`src/hdl/gps_pkg.sv`:
```
// shared types and constants for the gaussian path smoother
package gps_pkg;

  localparam int MaxHalfWidthDef   = 63;
  localparam int CoordBitsDef      = 32;
  localparam int WeightFracBitsDef = 15;

  // configuration register indexes
  localparam logic [1:0] RegHalfWidth = 2'd0;
  localparam logic [1:0] RegPosEnable = 2'd1;
  localparam logic [1:0] RegTgtEnable = 2'd2;

  // input op codes
  localparam logic OpWeight = 1'b0;
  localparam logic OpNode   = 1'b1;

  typedef enum logic [2:0] {
    ST_IDLE,
    ST_TAP,
    ST_DRAIN,
    ST_DONE,
    ST_OUT
  } state_t;

  // controller to datapath
  typedef struct packed {
    logic       shift_in;
    logic       clear_acc;
    logic       mac;
    logic       load_out;
    logic       out_last;
    logic [6:0] center;
    logic [6:0] tap_pos;
    logic [5:0] tap_dist;
  } cmd_t;

endpackage

```
`src/hdl/gps_ctrl.sv`:
```
// sequencer: accepts beats, walks the taps of each result and hands results out
module gps_ctrl #(
  parameter int MaxHalfWidth = gps_pkg::MaxHalfWidthDef
) (
  input  logic           clk,
  input  logic           rst,
  input  logic           in_valid,
  output logic           in_ready,
  input  logic           in_op,
  input  logic           in_is_last,
  input  logic [5:0]     half_width,
  input  logic           out_busy,
  output gps_pkg::cmd_t  cmd
);

  localparam int Depth = 2 * MaxHalfWidth + 1;

  gps_pkg::state_t state, state_next;
  logic [6:0] nodes_seen, nodes_seen_next;
  logic [6:0] center, center_next;
  logic signed [7:0] k, k_next;
  logic [1:0] drain, drain_next;
  logic       flushing, flushing_next;
  logic [5:0] hw;
  logic signed [8:0] pos;
  logic [6:0] kabs;

  assign hw = (half_width > 6'(MaxHalfWidth)) ? 6'(MaxHalfWidth) : half_width;

  // tap position with edge clamp
  always_comb begin
    pos  = $signed({2'b00, center}) - 9'(k);
    kabs = k[7] ? 7'(-k) : 7'(k);
    if (pos < 0) pos = '0;
    if (pos > $signed({2'b00, nodes_seen}) - 9'sd1) pos = $signed({2'b00, nodes_seen}) - 9'sd1;
  end

  always_ff @(posedge clk) begin
    if (rst) begin
      state      <= gps_pkg::ST_IDLE;
      nodes_seen <= '0;
      flushing   <= 1'b0;
    end else begin
      state      <= state_next;
      nodes_seen <= nodes_seen_next;
      flushing   <= flushing_next;
    end
    center <= center_next;
    k      <= k_next;
    drain  <= drain_next;
  end

  always_comb begin
    state_next      = state;
    nodes_seen_next = nodes_seen;
    flushing_next   = flushing;
    center_next     = center;
    k_next          = k;
    drain_next      = drain;
    in_ready        = 1'b0;
    cmd             = '0;
    cmd.center      = center;
    cmd.tap_pos     = 7'(pos);
    cmd.tap_dist    = kabs[5:0];
    cmd.out_last    = flushing && (center == 7'd0);
    unique case (state)
      gps_pkg::ST_IDLE: begin
        in_ready = 1'b1;
        if (in_valid && in_op == gps_pkg::OpNode) begin
          cmd.shift_in = 1'b1;
          if (nodes_seen < 7'(Depth)) nodes_seen_next = nodes_seen + 7'd1;
          else nodes_seen_next = nodes_seen;
          k_next = -$signed({2'b00, hw});
          cmd.clear_acc = 1'b1;
          if (in_is_last) begin
            flushing_next = 1'b1;
            center_next = (nodes_seen_next - 7'd1 < 7'(hw)) ? nodes_seen_next - 7'd1 : 7'(hw);
            state_next = gps_pkg::ST_TAP;
          end else if (nodes_seen_next > 7'(hw)) begin
            flushing_next = 1'b0;
            center_next = 7'(hw);
            state_next = gps_pkg::ST_TAP;
          end
        end
      end
      gps_pkg::ST_TAP: begin
        cmd.mac = 1'b1;
        if (k == $signed({2'b00, hw})) begin
          drain_next = 2'd2;
          state_next = gps_pkg::ST_DRAIN;
        end else k_next = k + 8'sd1;
      end
      gps_pkg::ST_DRAIN: begin
        // wait for the multiplier pipe to settle into the sums
        if (drain == 2'd0) state_next = gps_pkg::ST_DONE;
        else drain_next = drain - 2'd1;
      end
      gps_pkg::ST_DONE: begin
        if (!out_busy) begin
          cmd.load_out = 1'b1;
          state_next = gps_pkg::ST_OUT;
        end
      end
      gps_pkg::ST_OUT: begin
        k_next = -$signed({2'b00, hw});
        cmd.clear_acc = 1'b1;
        if (flushing && center != 7'd0) begin
          center_next = center - 7'd1;
          state_next = gps_pkg::ST_TAP;
        end else begin
          if (flushing) nodes_seen_next = '0;
          flushing_next = 1'b0;
          state_next = gps_pkg::ST_IDLE;
        end
      end
      default: state_next = gps_pkg::ST_IDLE;
    endcase
  end

  // a result is loaded only once the tap walk has finished
  assert property (@(posedge clk) disable iff (rst)
    cmd.load_out |-> $past(state) == gps_pkg::ST_DRAIN || $past(state) == gps_pkg::ST_DONE)
    else $error("result loaded before tap walk ended");
  // no node taken while a result is being computed
  assert property (@(posedge clk) disable iff (rst)
    in_ready |-> state == gps_pkg::ST_IDLE)
    else $error("input taken while busy");
  // held count never passes the window depth
  assert property (@(posedge clk) disable iff (rst)
    nodes_seen <= 7'(Depth))
    else $error("node count overflow");

endmodule

```
`config.mk`:
```
export PLATFORM = sky130hd
export DESIGN_NAME = gps_ctrl
export DESIGN_NICKNAME = d
export VERILOG_FILES = /design/src/hdl/gps_pkg.sv /design/src/hdl/gps_ctrl.sv
export SDC_FILE = /design/constraint.sdc
export NUM_CORES = 1
export LEC_CHECK = 0
export BUFFER_PORTS_ARGS = -buffer_cell sky130_fd_sc_hd__buf_2
export CAP_MARGIN = 20
export CORE_MARGIN = 1
export CORE_UTILIZATION = 30
export DETAILED_ROUTE_END_ITERATION = 16
export PLACE_DENSITY_LB_ADDON = 0.08
export SLEW_MARGIN = 10
export SYNTH_ARGS = -nofsm -noshare
export SYNTH_HDL_FRONTEND = slang
export SYNTH_SLANG_ARGS = --single-unit
export TNS_END_PERCENT = 100
```
`constraint.sdc`:
```
create_clock -name clk -period 6.3 [get_ports clk]
set_input_delay 0.63 -clock clk [delete_from_list [all_inputs] [get_ports clk]]
set_output_delay 0.63 -clock clk [all_outputs]
set_load 0.01 [all_outputs]
```
==> flow_metrics.py <==
metrics = {
    "drt": {
        "dr.pass1.iters": 4,
        "finalWirelength_um": 8370,
        "wire_per_inst_um": 15.2,
        "drcViolationCount": 0,
        "drt_iter0_markers": 128,
        "vias": 2776,
        "vias_per_cell": 5.04,
        "antenna_left": 0,
    },
    "global_routing": {
        "antenna_found_initial": 0,
        "grt_pass1_wl_um": 13700,
        "grtUsageTotal": 0.153,
        "grt_overflow": 0,
        "grt_max_degree": 18,
        "first_global_vias": 2677,
    },
    "critical_path": {
        "cp.arrival_ns": 4.71,
        "worstSetupPathType": "reg2out",
        "critPathRequiredTime_ns": 5.67,
        "worst_setup_path_end_kind": "output pin",
        "critPathMaxFanout": 11,
        "start_kind": "flop",
    },
    "placed_design": {
        "gp_congestion": 0.817,
        "place_area_um2": 3470,
        "dp_slack_ns": 1.25,
        "numPortBuffers": 37,
        "dp_hpwl_um": 6810,
    },
    "sta": {
        "drv_slew": 0,
        "relSlewSlack": 0.342,
        "fmax_mhz": 187,
        "final_hold_viol_count": 0,
        "worst_pin_slew_ns": 0.960,
        "rsz0062_at_grt": "false",
        "setup_viol": 0,
        "min_period_ns": 5.34,
        "fin_ws_ns": 0.958,
        "fin_crit_sh": 0.848,
        "fin_skew_ns": 0.00488,
        "finalSetupTns_ns": 0,
    },
    "die": {
        "num_rows": 37,
        "io_pins": 38,
        "core_um2": 10400,
        "die_h_um": 106,
        "dieArea_um2": 11200,
        "initial_core_util": 0.312,
        "die_x_um": 106,
    },
    "cts": {
        "cts.htree.levels": 1,
        "clockBufferDepth": 2,
        "cts_hold_buffers": 0,
        "clk_latency_ns": 0.28,
        "ctsResizeCount": 0,
        "clock-sinks": 28,
        "cts_tree": "yes",
        "post_cts_buffers": 0,
        "path_clk_slew_ns": 0.10,
        "numCtsBuffers": 3,
        "clockRootBuffer": "clkbuf_8",
    },
    "logic_synthesis": {
        "synth_edf_count": 17,
        "yosys_most_used_dff": "edfxtp_1",
        "synthCells": 395,
        "yosys_warnings": 0,
        "yosysUniqueCellTypes": 62,
        "ys_seq_area_frac": 0.226,
        "synthesis.nets": 445,
        "ys_async_sr_fraction": 0,
        "ys_seq_elements": 28,
        "avgSynthCellArea_um2": 8.18,
        "synth_area_um2": 3230,
    },
    "hold_path": {
        "hold_class": "reg2reg",
    },
    "finish": {
        "antenna_cells": 0,
        "nets": 466,
        "stdcell_area_um2": 3540,
        "drive_above_1_share": 0.145,
        "areaGrowthSynthToFinish_pct": 9.64,
    },
    "run": {
        "cap_violations": 0,
    },
    "power_and_ir_drop": {
        "peakVddDrop_mv": 0.136,
        "pwr_density_cell_nw_per_um2": 317,
        "power.leakage_nw": 1.57,
    },
    "run_status": {
        "outcome": "complete, no violations",
    },
}
[worst max-delay path, stage by stage, from the launching register on]
cell	delay [ns]
edfxtp_1	0.54
ha_1	0.29
fa_1	0.39
nand2b_1	0.15
a21boi_0	0.23
o21ai_0	0.15
a21oi_1	0.31
o21ai_0	0.22
inv_1	0.09
ha_1	0.24
nand3_1	0.11
o221ai_1	0.13
a221oi_1	0.31
mux2i_1	0.84
mux2i_1	0.28
buf_2	0.16
[cell usage after synthesis (3+ instances only)]
cell type | n | area (um^2)
mux2i_1 | 5 | 50.1
a22oi_1 | 8 | 60.1
a21oi_1 | 18 | 90.1
o21ai_0 | 16 | 80.1
dfxtp_1 | 11 | 220
inv_1 | 37 | 139
nand4_1 | 5 | 31.3
nor4_1 | 3 | 18.8
nor2_1 | 36 | 135
buf_2 | 5 | 25.0
edfxtp_1 | 17 | 510
nand2_1 | 26 | 97.6
o21a_1 | 6 | 45.0
and2_1 | 4 | 25.0
mux2_2 | 3 | 33.8
nand3_1 | 10 | 50.1
nand2b_1 | 8 | 50.1
a21boi_0 | 3 | 22.5
nor2b_1 | 3 | 18.8
o22ai_1 | 4 | 25.0
a31oi_1 | 7 | 43.8
o41ai_1 | 3 | 26.3
o31ai_1 | 9 | 67.6
nor3b_1 | 3 | 22.5
nor3_1 | 14 | 70.1
clkbuf_1 | 11 | 41.3
xnor2_1 | 26 | 228
xor2_1 | 11 | 96.3
ha_1 | 37 | 463
buf_6 | 4 | 45.0
or2_2 | 3 | 18.8
[layer usage]
layer  track usage  vias to the layer above  routed length (um)
met3        0.0105                        5                 270
met2         0.260                       50                3850
met1         0.214                     1282                4190
met5             0                        -                   0
met4        0.0268                        0                  57
li1              -                     1439                   -
[final timing paths]
check / start / end / slack [ns] / cells after the start
max: k[0] / cmd[8] / 0.96 / 15
min: flushing / flushing / 0.54 / 2
min reg2reg: flushing / flushing / 0.54 / 2
max reg2reg: nodes_seen[0] / center[3] / 2.63 / 13
[final cells by class]
cell class	count	area, um^2
tap	136	170
sequential	28	731
inverter	37	139
clock inverter	1	30.0
fill	1128	6830
clock buffer	3	41.3
multi-input combinational	307	2230
timing repair buffer	39	198
[registers in the layout, summed over array words and instances (netlist names)]
register    flops
nodes_seen      7
k               8
center          7
state           3
flushing        1
drain           2
[cells in the final DEF (no fill, tap or decap), drive strengths merged, types with 4 or more instances in the layout]
master / count
nand3: 10
a22oi: 8
nand4: 5
xnor2: 26
o21ai: 17
a31oi: 9
ha: 37
and2: 7
mux2i: 5
edfxtp: 17
nor2: 36
o31ai: 9
nand2b: 8
inv: 37
dfxtp: 11
nor3: 15
xor2: 12
o22ai: 4
a21oi: 18
buf: 39
nand2: 26
o21a: 6
[stage by stage]
stage	power, mW	hold slack, ns	utilization	cells
after floorplan	0.791	0.490	-	395
after global placement	0.993	0.531	0.334	546
after detailed placement	0.988	0.532	0.335	547
after CTS	1.13	0.547	0.342	551
after global routing	1.23	0.572	0.342	551
final	1.12	0.544	0.342	551
[kinds of logic after synthesis]
| logic type | count (synthesis) | synth area share |
|---|---|---|
| flops | 28 | 0.226 |
| xor+xnor | 38 | 0.105 |
| buf+inv | 60 | 0.0825 |
| fa+ha+maj | 38 | 0.149 |
| compound gates | 94 | 0.209 |
| simple gates | 129 | 0.202 |
| mux | 8 | 0.0259 |
[where the power goes]
part	internal (mW)	switching, mW
Sequential	0.244	0.0532
Clock	0.0851	0.0583
Combinational	0.285	0.397
Total	0.614	0.509
(Power assumes the default switching activity.)
